[src/rtl/cau_pkg.sv]
`timescale 1ns / 1ps
// ----------------------------------------------------------------------------
// cau_pkg
// Shared widths, opcode and status codes and pipeline types of the complex
// arithmetic unit.
// ----------------------------------------------------------------------------
package cau_pkg;

   localparam int DATA_WIDTH = 16;
   localparam int FRAC_BITS  = 12;

   localparam int OP_W   = 3;
   localparam int STAT_W = 2;
   localparam int KIND_W = 2;

   localparam int PROD_W     = 2 * DATA_WIDTH;
   localparam int PASS_W     = 2 * DATA_WIDTH + 1;
   localparam int QB         = DATA_WIDTH + 1;
   localparam int MW         = 3 * DATA_WIDTH + FRAC_BITS + 1;
   localparam int NUM_STAGES = QB + 3;

   localparam logic [OP_W-1:0] OP_ADD  = 3'd0;
   localparam logic [OP_W-1:0] OP_SUB  = 3'd1;
   localparam logic [OP_W-1:0] OP_MUL  = 3'd2;
   localparam logic [OP_W-1:0] OP_CONJ = 3'd3;
   localparam logic [OP_W-1:0] OP_DIV  = 3'd4;

   localparam logic [STAT_W-1:0] ST_OK  = 2'd0;
   localparam logic [STAT_W-1:0] ST_SAT = 2'd1;
   localparam logic [STAT_W-1:0] ST_DZ  = 2'd2;

   localparam logic [KIND_W-1:0] KIND_PASS = 2'd0;
   localparam logic [KIND_W-1:0] KIND_DIV  = 2'd1;
   localparam logic [KIND_W-1:0] KIND_DZ   = 2'd2;

   typedef logic signed [DATA_WIDTH-1:0] data_type;

   typedef struct packed {
      logic [OP_W-1:0]          op;
      data_type                 a_re;
      data_type                 a_im;
      data_type                 b_re;
      data_type                 b_im;
      logic signed [PROD_W-1:0] p_rr;
      logic signed [PROD_W-1:0] p_ii;
      logic signed [PROD_W-1:0] p_ri;
      logic signed [PROD_W-1:0] p_ir;
      logic signed [PROD_W-1:0] p_bb;
      logic signed [PROD_W-1:0] p_cc;
   } mul_type;

   typedef struct packed {
      logic [KIND_W-1:0]        kind;
      logic signed [PASS_W-1:0] val_re;
      logic signed [PASS_W-1:0] val_im;
      logic                     neg_re;
      logic                     neg_im;
      logic                     ovf_re;
      logic                     ovf_im;
      logic [MW-1:0]            rem_re;
      logic [MW-1:0]            rem_im;
      logic [MW-1:0]            div;
      logic [QB-1:0]            q_re;
      logic [QB-1:0]            q_im;
   } cell_type;

   typedef struct packed {
      data_type          res_re;
      data_type          res_im;
      logic [STAT_W-1:0] status;
   } out_type;

endpackage

[src/rtl/cau_prep_stage.sv]
`timescale 1ns / 1ps
// ----------------------------------------------------------------------------
// cau_prep_stage
// Second pipeline stage: sums, rescaling, numerator magnitudes, divisor and
// quotient range check for the divider chain.
// ----------------------------------------------------------------------------
module cau_prep_stage (
   input  logic              clock,
   input  logic              load,
   input  cau_pkg::mul_type  mul_d,
   output cau_pkg::cell_type cell_q
);
   import cau_pkg::*;

   cell_type cell_ff;
   cell_type cell_in;

   logic signed [PASS_W-1:0] mre;
   logic signed [PASS_W-1:0] mim;
   logic signed [PASS_W-1:0] nre;
   logic signed [PASS_W-1:0] nim;
   logic signed [PASS_W-1:0] are;
   logic signed [PASS_W-1:0] aim;
   logic signed [PASS_W-1:0] bre;
   logic signed [PASS_W-1:0] bim;
   logic signed [PASS_W-1:0] abs_re;
   logic signed [PASS_W-1:0] abs_im;
   logic [PROD_W-1:0]        den;
   logic [MW-1:0]            den_w;

   function automatic logic signed [PASS_W-1:0] trunc_frac(
      input logic signed [PASS_W-1:0] x);
      logic signed [PASS_W-1:0] bias;
      bias = x[PASS_W-1] ? PASS_W'((64'd1 << FRAC_BITS) - 64'd1) : '0;
      return (x + bias) >>> FRAC_BITS;
   endfunction

   always_comb begin
      are = PASS_W'(mul_d.a_re);
      aim = PASS_W'(mul_d.a_im);
      bre = PASS_W'(mul_d.b_re);
      bim = PASS_W'(mul_d.b_im);
      mre = trunc_frac(PASS_W'(mul_d.p_rr) - PASS_W'(mul_d.p_ii));
      mim = trunc_frac(PASS_W'(mul_d.p_ri) + PASS_W'(mul_d.p_ir));
      nre = PASS_W'(mul_d.p_rr) + PASS_W'(mul_d.p_ii);
      nim = PASS_W'(mul_d.p_ir) - PASS_W'(mul_d.p_ri);
      abs_re = nre[PASS_W-1] ? -nre : nre;
      abs_im = nim[PASS_W-1] ? -nim : nim;
      den   = mul_d.p_bb[PROD_W-1:0] + mul_d.p_cc[PROD_W-1:0];
      den_w = MW'(den);

      cell_in.kind   = KIND_PASS;
      cell_in.val_re = '0;
      cell_in.val_im = '0;
      case (mul_d.op)
         OP_ADD: begin
            cell_in.val_re = are + bre;
            cell_in.val_im = aim + bim;
         end
         OP_SUB: begin
            cell_in.val_re = are - bre;
            cell_in.val_im = aim - bim;
         end
         OP_MUL: begin
            cell_in.val_re = mre;
            cell_in.val_im = mim;
         end
         OP_CONJ: begin
            cell_in.val_re = are;
            cell_in.val_im = -aim;
         end
         OP_DIV: begin
            cell_in.kind = (den == '0) ? KIND_DZ : KIND_DIV;
         end
         default: begin
            cell_in.kind = KIND_PASS;
         end
      endcase

      cell_in.neg_re = nre[PASS_W-1];
      cell_in.neg_im = nim[PASS_W-1];
      cell_in.rem_re = MW'(abs_re[PROD_W-1:0]) << FRAC_BITS;
      cell_in.rem_im = MW'(abs_im[PROD_W-1:0]) << FRAC_BITS;
      cell_in.ovf_re = cell_in.rem_re >= (den_w << QB);
      cell_in.ovf_im = cell_in.rem_im >= (den_w << QB);
      cell_in.div    = den_w << (QB - 1);
      cell_in.q_re   = '0;
      cell_in.q_im   = '0;
   end

   always_ff @(posedge clock) begin
      if (load) begin
         cell_ff <= cell_in;
      end
   end

   assign cell_q = cell_ff;
endmodule

[config.mk]
export PLATFORM = sky130hd
export DESIGN_NAME = cau_prep_stage
export DESIGN_NICKNAME = d
export VERILOG_FILES = /design/src/rtl/cau_pkg.sv /design/src/rtl/cau_prep_stage.sv
export SDC_FILE = /design/constraint.sdc
export NUM_CORES = 1
export LEC_CHECK = 0
export ABC_AREA = 0
export CORE_MARGIN = 2
export CORE_UTILIZATION = 40
export DETAILED_ROUTE_END_ITERATION = 8
export DONT_BUFFER_PORTS = 1
export PLACE_DENSITY = 0.64
export SYNTH_ARGS = -nofsm -noshare
export SYNTH_HDL_FRONTEND = slang
export SYNTH_SLANG_ARGS = --single-unit
[constraint.sdc]
create_clock -name clock -period 15.9 [get_ports clock]
set_input_delay 0.795 -clock clock [delete_from_list [all_inputs] [get_ports clock]]
set_output_delay 0.795 -clock clock [all_outputs]
set_load 0.01 [all_outputs]
# Word level (Yosys, flattened, before mapping)
# Cells that the tools add are included.
# W data, S select, Z words.
word_totals:
  out_inout_bits: 289
  reg_bits: 168
  elab_cells: 38
  in_bits: 261
op_classes:
  magnitude_cmp: 2
  eq_ne: 4
  reduce_logical: 2
  n_addsub: 14
  n_mux: 6
op_table:
  columns: ["operator", "count"]
  rows:
  - ["$pmux W66 S4", 1]
  - ["$ge A44 B49 Y1", 2]
  - ["$add A32 B32 Y33", 2]
  - ["$add A33 B13 Y33", 2]
  - ["$sub A32 B32 Y33", 2]
  - ["$mux W32", 2]
  - ["$neg A32 Y32", 2]
  - ["$add A16 B16 Y17", 2]
  - ["$sub A16 B16 Y17", 2]
  - ["$neg A16 Y33", 1]
  - ["$add A32 B32 Y32", 1]
  - ["$logic_not A32 Y1", 1]
  - ["$mux W12", 2]
  - ["$eq A3 B2 Y1 const B", 2]
  - ["$eq A3 B1 Y1 const B", 1]
  - ["$eq A3 B3 Y1 const B", 1]
  - ["$logic_not A3 Y1", 1]
  - ["$mux W2", 1]

# Logic depth before layout (Yosys ltp)
# Gate-level depths: netlist of the first run.
depth:
  word_depth: 4
  mapped_depth: 28
  depth_no_buf: 27

# Worst setup path before layout of the first run
# No wires, ideal clock.
synth_timing:
  path_kind: "input port to flip-flop"
  startpoint: "input mul_d[64] (netlist name)"
  endpoint: "register cell_ff, in the netlist cell_q[239] (data pin)"
  slack_ns: 9.998
  setup_ns: 0.265
  n_path_buf: 1
  t_required_ns: 15.635
  t_arrival_ns: 5.637
  stages: 22
  path_cell_list: "ha_1 fa_1 nor2b_1 o211ai_1 nand3_1 nand4_1 a21oi_1 o31ai_1 ha_1 nand4_1 nor2_1 nor2_1 nand2_1 nand2_1 a21boi_0 a41oi_1 or4b_1 buf_2 or4b_4 nor3_2 xor2_1 o21ai_1"
synth_rtl:
  columns: ["element", "line_no", "source"]
  rows:
  - ["start, declared", "cau_prep_stage.sv:10", "input cau_pkg::mul_type mul_d,"]
  - ["end signal, assigned", "cau_prep_stage.sv:93", "cell_ff <= cell_in;"]
  - ["end, declared", "cau_prep_stage.sv:15", "cell_type cell_ff;"]

==> results.json, run 1 <==
{
  "critPathCaptureType": "flip-flop",
  "wl_per_cell_um": 22.9,
  "drt-total-wl_mm": 80.0,
  "tightest_slew_ns": 1.14,
  "grt_pass1_vias": 19200,
  "initial_core_util_pct": 40.4,
  "maxSlewViolCount": 0,
  "overflow": 0,
  "leakage_nw": 9.94,
  "dpl_cell_area_um2": 22800,
  "synthArstFlopShare_pct": 0,
  "cp-start-kind": "primary input",
  "final_common_cell": "ha_1",
  "cts_setup_buffers": 0,
  "cts.sinks": 156,
  "synth_cell_types": 92,
  "dieWidth_um": 242,
  "die_h_um": 242,
  "min_from": "load",
  "drtIter0Drc": 1782,
  "fin_nets": 3300,
  "hold_viol_final": 0,
  "rows": 87,
  "status": "finished clean",
  "syn-cell-area_um2": 22700,
  "grt_util_all_layers_pct": 26.2,
  "ctsResizeCount": 0,
  "synth_seq_cells": 156,
  "grt_pass1_wl_mm": 119,
  "hold_buffers": 0,
  "post-route-period-util_pct": 40.8,
  "clk_pin_slew_ns": 0.06,
  "worstHoldEndpoint": "cell_q[251]",
  "cts_buffers": 17,
  "min_period_ns": 6.49,
  "cp.arrival_ns": 6.69,
  "antenna_cells": 0,
  "drcViolationCount": 0,
  "cts_tree": "yes",
  "timing.fmax_ghz": 0.154,
  "fin_tns_setup_ns": 0,
  "via_per_inst": 5.86,
  "drive_gt1_share_pct": 3.29,
  "layout_common_cells": "ha_1 (304), a21oi_1 (230), inv_1 (229), nor2_1 (211), xnor2_1 (185)",
  "grt_max_degree": 157,
  "fillers": 5674,
  "p_per_area_nw_per_um2": 92.7,
  "hold_depth": 0,
  "htreeDepth": 4,
  "cts_buffer_depth": 2,
  "synth_edf_count": 156,
  "ys_seq_area_share_pct": 20.7,
  "maxCapViolCount": 0,
  "crit_required_ns": 16.10,
  "firstDrtPassIters": 5,
  "drtAntennaViolNets": 0,
  "boundaryPins": 550,
  "hpwl_mm": 66.9,
  "num_vias": 20500,
  "coreArea_um2": 56200,
  "setup_viol": 0,
  "relSlewSlack_pct": 23.3,
  "yosys_warnings": 0,
  "irDropWorstVdd_mv": 0.0731,
  "syn_inst": 2802,
  "gp_congestion": 0.976,
  "rsz0062_at_grt": "false",
  "synthFlopType": "edfxtp_1",
  "die_area_um2": 58600,
  "port_buffers": 0,
  "antenna_found_initial": 2,
  "crit_type": "in2reg",
  "cts-root-buf": "clkbuf_16",
  "area_delta_synth_final_pct": 3.20,
  "fin_area_um2": 23400,
  "syn_area_per_cell_um2": 8.09,
  "hp-class": "in2reg",
  "largest_reg_flops": 156,
  "cp_max_fo": 20
}
[report_power, final]
group / internal [W] / switching (W)
Sequential: 0.000557 / 0.0000925
Combinational: 0.000383 / 0.000673
Clock: 0.000267 / 0.000196
Total: 0.00121 / 0.000961
[routing by layer]
| metal | vias to the layer above | share of wire (%) | GRT usage [%] | wire length, um |
|---|---|---|---|---|
| met4 | 0 | 3.8 | 10.1 | 3040 |
| met1 | 9794 | 43 | 34.2 | 34800 |
| met5 | - | 0 | 0 | 0 |
| met3 | 115 | 8.2 | 6.81 | 6540 |
| li1 | 9751 | - | - | - |
| met2 | 809 | 45 | 41.4 | 35600 |
[area by class of cell]
type,count,area (um2),share of cell area (%)
Multi-Input combinational cell,2313,16200,69.3
Sequential cell,156,4680,20.0
Tap cell,756,946,4.04
Inverter,232,871,3.72
Clock buffer,18,429,1.83
Clock inverter,14,204,0.872
Timing Repair Buffer,6,45.0,0.193
[metrics by stage]
step           hold slack [ns]  std cells  setup slack, ns  total power, W  utilization [%]
2_1_floorplan            0.907       2922             10.0         0.00140                -
3_3_place_gp             0.917       3463             9.18         0.00168             40.5
3_5_place_dp             0.917       3463             9.01         0.00170             40.5
4_1_cts                  0.392       3495             9.52         0.00217             41.7
5_1_grt                  0.392       3495             8.88         0.00230             41.7
6_report                 0.431       3495             9.41         0.00217             41.7
[how the worst max path moves through the flow]
stage | startpoint | to | slack (ns) | cells past startpoint
after floorplan | mul_d[64] | cell_q[239] | 10.0 | 22
after global placement | mul_d[64] | cell_q[217] | 9.18 | 21
after detailed placement | mul_d[139] | cell_q[269] | 9.01 | 22
after CTS | mul_d[139] | cell_q[269] | 9.52 | 22
after global routing | mul_d[64] | cell_q[217] | 8.88 | 27
final | mul_d[139] | cell_q[269] | 9.41 | 22
[worst max-delay path: stages]
cell and delay [ns]:
inv_1 0.02, ha_1 0.73, a21oi_1 0.26, o221ai_1 0.36, a31o_2 0.23, a22oi_1 0.11, a21oi_1 0.27, nand2b_1 0.14
nand2_1 0.36, ha_1 0.52, nand4_1 0.18, nor2_1 0.17, a21boi_0 0.20, nor2_1 0.06, o21a_1 0.10, o22a_1 0.25
or4b_1 0.66, nor4_2 0.39, nand3_1 0.31, nor2_1 0.22, xor2_1 0.20, o221ai_1 0.14
[cells in the mapped netlist, drive strengths merged (7+ instances only)]
master,instances,share of area (%)
or4,9,0.30
a41oi,7,0.27
or3,19,0.55
o31ai,30,1.1
xor2,74,2.9
a31o,7,0.27
nand4,42,1.2
clkbuf,73,1.2
nor3,72,1.6
or2,18,0.50
nand2,148,2.5
o41ai,11,0.42
a31oi,40,1.1
and2,18,0.50
o22ai,12,0.33
o31a,8,0.31
buf,148,4.8
nor4,35,1.1
xnor2,185,7.1
o21bai,29,0.96
a21boi,9,0.30
nor2b,52,1.4
a311oi,9,0.35
ha,304,17
inv,231,3.8
a22oi,23,0.76
a221o,7,0.31
nand3,64,1.4
o21ai,168,3.7
nand2b,42,1.2
a211o,8,0.31
a211oi,25,0.85
nor2,213,3.5
o211ai,30,1.1
a21o,70,2.3
a2111oi,14,0.62
fa,9,0.79
edfxtp,156,21
o21a,30,1.0
mux2i,11,0.49
and3,24,0.66
a21oi,231,5.1
[logic make-up after synthesis]
kind of cell             synth area share [%]
adder cells (fa/ha/maj)                  17.6
other                                  0.0165
flip-flops                               20.7
XOR/XNOR                                 10.0
AND/OR/NAND/NOR                          17.6
multiplexers                            0.585
AO/OA/AOI/OAI                            23.7
buffers and inverters                    9.81
(Power assumes the default switching activity.)
==> run 2: changes to the inputs <==
==> constraint.sdc (replaced) <==
create_clock -name clock -period 6.6 [get_ports clock]
set_input_delay 0.33 -clock clock [delete_from_list [all_inputs] [get_ports clock]]
set_output_delay 0.33 -clock clock [all_outputs]
set_load 0.01 [all_outputs]
==> run 2 against run 1 <==
Net effect:
- final cell count increased by 1.0%
- sequential cell count stayed put
- clock-buffer cell count is 1 lower
- die area unchanged
- cell area up 1.1%
- routed wire length rose by 2.0%
- via count is 1.8% higher
- critical path depth rose by 1
- core utilization rose by 0.47 points
- sequential power grew 140%
- power up 140%
- first-iteration DRC count rose by 2.5%
==> results.json, run 2 (synthesis results as in run 1) <==
{
  "worst_slack_ns": 0.852,
  "antenna_found_initial": 3,
  "maxSlewViolCount": 0,
  "setup_viol": 0,
  "htreeDepth": 4,
  "multi_input_area_um2": 16200,
  "via_per_inst": 5.90,
  "drcViolationCount": 0,
  "min_period_ns": 5.75,
  "fin_tns_setup_ns": 0,
  "cts_buffer_depth": 2,
  "crit_type": "in2reg",
  "num_vias": 20800,
  "overflow": 0,
  "irDropWorstVdd_mv": 0.200,
  "boundaryPins": 550,
  "cts_tree": "yes",
  "dieWidth_um": 242,
  "dpl_cell_area_um2": 23000,
  "cpLargestDelayFamily": "simple AND/OR/NAND/NOR gates",
  "drtIter0Drc": 1827,
  "crit_required_ns": 6.80,
  "hold_viol_final": 0,
  "fin_area_um2": 23700,
  "critPathCaptureType": "flip-flop",
  "min_from": "mul_d[253]",
  "grt_pass1_vias": 19300,
  "cts.sinks": 156,
  "relSlewSlack_pct": 28.4,
  "coreArea_um2": 56200,
  "cts_setup_buffers": 0,
  "drtAntennaViolNets": 0,
  "wl_per_cell_um": 23.1,
  "hpwl_mm": 67.7,
  "die_h_um": 242,
  "cp.arrival_ns": 5.95,
  "post-route-period-util_pct": 87.1,
  "largest_reg_flops": 156,
  "drive_gt1_share_pct": 4.43,
  "p_total_w": 0.00519,
  "antenna_cells": 0,
  "worstHoldEndpoint": "cell_q[267]",
  "p_per_area_nw_per_um2": 219,
  "port_buffers": 0,
  "status": "finished clean",
  "leakage_nw": 10.1,
  "cts-root-buf": "clkbuf_16",
  "cpPeakStageDelay_ns": 0.67,
  "firstDrtPassIters": 6,
  "hold_depth": 1,
  "cp_slowest_cell": "ha_1",
  "initial_core_util_pct": 40.4,
  "grt_util_all_layers_pct": 26.8,
  "hp-class": "in2reg",
  "cp-start-kind": "primary input",
  "gp_congestion": 0.982,
  "crit_path_cell_trace": "inv_1, ha_1, nand2_1, o221ai_1, a31o_2, a22oi_1, a21oi_1, nand2b_1, nand2_1, ha_1, and4b_1, nand2b_1, a21boi_0, nor2_1, o21a_1, o22a_1, or4b_1, nor4_2, buf_4, nand3_1, nor2_1, xor2_1, o221ai_1",
  "place_ws_ns": 0.434,
  "maxCapViolCount": 0,
  "cts_buffers": 17,
  "clk_pin_slew_ns": 0.07,
  "rows": 87,
  "tightest_slew_ns": 1.06,
  "critical_path.n_buffers_inverters": 2,
  "timing.fmax_ghz": 0.174,
  "area_delta_synth_final_pct": 4.35,
  "final_common_cell": "ha_1",
  "sequential_cell_area_um2": 4680,
  "dp_cells": 3493,
  "die_area_um2": 58600,
  "layout_common_cells": "ha_1 (304), a21oi_1 (230), inv_1 (229), nor2_1 (211), xnor2_1 (185)",
  "cp_max_fo": 19,
  "fin_nets": 3336,
  "grt_pass1_wl_mm": 121,
  "grt_max_degree": 66,
  "fillers": 5658,
  "rsz0062_at_grt": "false",
  "final_cells": 3530,
  "drt-total-wl_mm": 81.5
}
[run 2: cell type report]
cell class                 count  area share, %
tap                          756           4.00
clock inverter                14          0.555
inverter                     232           3.68
clock buffer                  17           1.80
timing repair buffer          42           1.62
sequential                   156           19.8
multi-input combinational   2313           68.5
[run 2: worst max path at each step]
| stage | start | cells past startpoint | slack (ns) | endpoint |
|---|---|---|---|---|
| detailed placement | mul_d[140] | 23 | 0.43 | cell_q[269] |
| global route | mul_d[140] | 23 | 0.51 | cell_q[269] |
| global placement | mul_d[160] | 25 | 0.55 | cell_q[269] |
| floorplan | mul_d[64] | 22 | 1.16 | cell_q[239] |
| finish | mul_d[140] | 23 | 0.85 | cell_q[269] |
| CTS | mul_d[140] | 23 | 0.95 | cell_q[269] |
[run 2: power breakdown]
part / internal [W] / switching [W]
clock: 0.000523 / 0.000486
combinational: 0.000956 / 0.00167
sequential: 0.00134 / 0.000217
[run 2: per-stage QoR]
stage	hold WS (ns)	util [%]
after global routing	0.0387	42.1
after detailed placement	0.452	40.9
after CTS	0.0161	42.1
after global placement	0.452	40.9
after floorplan	0.442	-
final	0.0496	42.1
[run 2: metal layers]
| metal | vias to the layer above | GRT usage (%) | share of wire (%) |
|---|---|---|---|
| li1 | 9818 | - | - |
| met1 | 10000 | 34.7 | 43 |
| met2 | 854 | 43.0 | 45 |
| met3 | 132 | 6.17 | 7.8 |
| met4 | 2 | 10.6 | 3.8 |
| met5 | - | 0 | 0.0098 |
[run 2: repair_timing]
action / 4_1_cts / 5_1_grt
hold buffers: 6 / 0
endpoints found under the hold margin: 68 / 0
resized for setup: 0 / 0
==> run 3: changes to the inputs <==
--- a/config.mk
+++ b/config.mk
@@ -6,6 +6,7 @@
 export NUM_CORES = 1
 export LEC_CHECK = 0
 export ABC_AREA = 0
+export CORE_ASPECT_RATIO = 1.75
 export CORE_MARGIN = 2
 export CORE_UTILIZATION = 40
 export DETAILED_ROUTE_END_ITERATION = 8
==> run 3 against run 2 <==
Net effect:
- routed wire length increased by 2.3%
- global-route usage grew 0.90 points
- sequential power hardly changed
- first-iteration DRC count decreased by 35%
- largest power group unchanged
- combinational power decreased by 2%
- cell area decreased by 0.24%
- critical path depth rose by 2
- die area is 0.13% higher
- sequential cell count unchanged
- power down 0.48%
==> results.json, run 3 (synthesis results as in run 1) <==
{
  "status": "finished clean",
  "cp.arrival_ns": 5.93,
  "tightest_slew_ns": 1.06,
  "die_h_um": 319,
  "wl_per_cell_um": 23.9,
  "num_vias": 20800,
  "min_period_ns": 5.75,
  "dieWidth_um": 184,
  "antenna_found_initial": 0,
  "final_common_cell": "ha_1",
  "timing.fmax_ghz": 0.174,
  "drtAntennaViolNets": 0,
  "ctsResizeCount": 0,
  "coreArea_um2": 56100,
  "dpl_cell_area_um2": 23000,
  "drt-total-wl_mm": 83.4,
  "cts_setup_buffers": 0,
  "sequential_cell_area_um2": 4680,
  "drcViolationCount": 0,
  "fin_tns_setup_ns": 0,
  "critPathCaptureType": "flip-flop",
  "p_per_area_nw_per_um2": 219,
  "gp_congestion": 0.977,
  "setup_viol": 0,
  "cts-root-buf": "clkbuf_16",
  "drive_gt1_share_pct": 4.60,
  "cts_buffer_depth": 2,
  "min_from": "load",
  "hold_viol_final": 0,
  "critical_path.n_buffers_inverters": 1,
  "rsz0062_at_grt": "false",
  "grt_util_all_layers_pct": 27.7,
  "overflow": 0,
  "leakage_nw": 10.1,
  "fin_nets": 3342,
  "relSlewSlack_pct": 29.5,
  "grt_max_degree": 157,
  "crit_type": "in2reg",
  "cts.sinks": 156,
  "irDropWorstVdd_mv": 0.204,
  "port_buffers": 0,
  "rows": 115,
  "cp_num_cells": 25,
  "clk_pin_slew_ns": 0.07,
  "startpoint": "mul_d[64]",
  "cts_buffers": 17,
  "maxCapViolCount": 0,
  "fillers": 5678,
  "p_total_w": 0.00517,
  "crit_end": "cell_q[217]",
  "cpPeakStageDelay_ns": 0.60,
  "fin_util_pct": 42.1,
  "hp-class": "in2reg",
  "grt_pass1_vias": 20600,
  "htreeDepth": 4,
  "cp_max_fo": 5,
  "grt_pass1_wl_mm": 124,
  "cpLargestDelayFamily": "simple AND/OR/NAND/NOR gates",
  "firstDrtPassIters": 6,
  "cts_tree": "yes",
  "largest_reg_flops": 156,
  "die_area_um2": 58700,
  "crit_required_ns": 6.78,
  "fin_area_um2": 23600,
  "via_per_inst": 5.97,
  "cp-start-kind": "primary input",
  "boundaryPins": 550,
  "multi_input_area_um2": 16200,
  "layout_common_cells": "ha_1 (304), a21oi_1 (230), inv_1 (229), nor2_1 (213), xnor2_1 (185)",
  "maxSlewViolCount": 0,
  "initial_core_util_pct": 40.4,
  "hpwl_mm": 69.6,
  "cp_slowest_cell": "or4b_1",
  "drtIter0Drc": 1193,
  "area_delta_synth_final_pct": 4.10,
  "hold_buffers": 1,
  "post-route-period-util_pct": 87.2
}
[run 3: cell count changes in the layout (fill, tap and decap cells not counted), moves of 2 or more]
cell / before / now
buf_4: 36 / 46
inv_6: 7 / 0
buf_16: 3 / 0
clkinv_4: 0 / 3
a2111oi_0: 13 / 11
a2111oi_1: 0 / 2
bufinv_16: 1 / 3
clkinv_2: 2 / 4
diode_2: 0 / 2
dlygate4sd3_1: 3 / 1
nor2_1: 211 / 213
nor2_2: 2 / 0
[run 3: metal layers]
layer	wire length [um]	GRT usage (%)
met2	43700	52.3
met3	5600	5.95
met5	0	0
met1	29100	27.5
met4	4950	15.6
[run 3: worst min-delay path by stage]
stage / end / cells after the start
2_1_floorplan: cell_q[107] / 0
3_3_place_gp: cell_q[225] / 0
3_5_place_dp: cell_q[107] / 0
4_1_cts: cell_q[77] / 0
5_1_grt: cell_q[119] / 0
6_report: cell_q[119] / 0
[run 3: report_power, final]
| group | internal [W] | leakage (nW) | total (W) | switching, W |
|---|---|---|---|---|
| Clock | 0.000589 | 0.284 | 0.00102 | 0.000428 |
| Combinational | 0.000957 | 8.31 | 0.00258 | 0.00162 |
| Sequential | 0.00134 | 1.52 | 0.00157 | 0.000229 |
[run 3: layout make-up]
| type | count | share of cell area [%] |
|---|---|---|
| multi-input cells | 2313 | 68.7 |
| well taps | 702 | 3.72 |
| inverters | 232 | 3.69 |
| flip-flops and latches | 156 | 19.9 |
| repair buffers | 48 | 1.53 |
| diodes | 2 | 0.0212 |
| clock inverters | 13 | 0.642 |
| clock buffers | 18 | 1.82 |
[run 3: stage by stage]
| stage | setup WS (ns) | cells | hold WS (ns) |
|---|---|---|---|
| after floorplan | 1.16 | 2922 | 0.442 |
| after global placement | 0.533 | 3449 | 0.461 |
| after detailed placement | 0.455 | 3449 | 0.485 |
| after CTS | 0.900 | 3481 | 0.0104 |
| after global routing | 0.348 | 3482 | 0.0400 |
| final | 0.847 | 3484 | 0.104 |
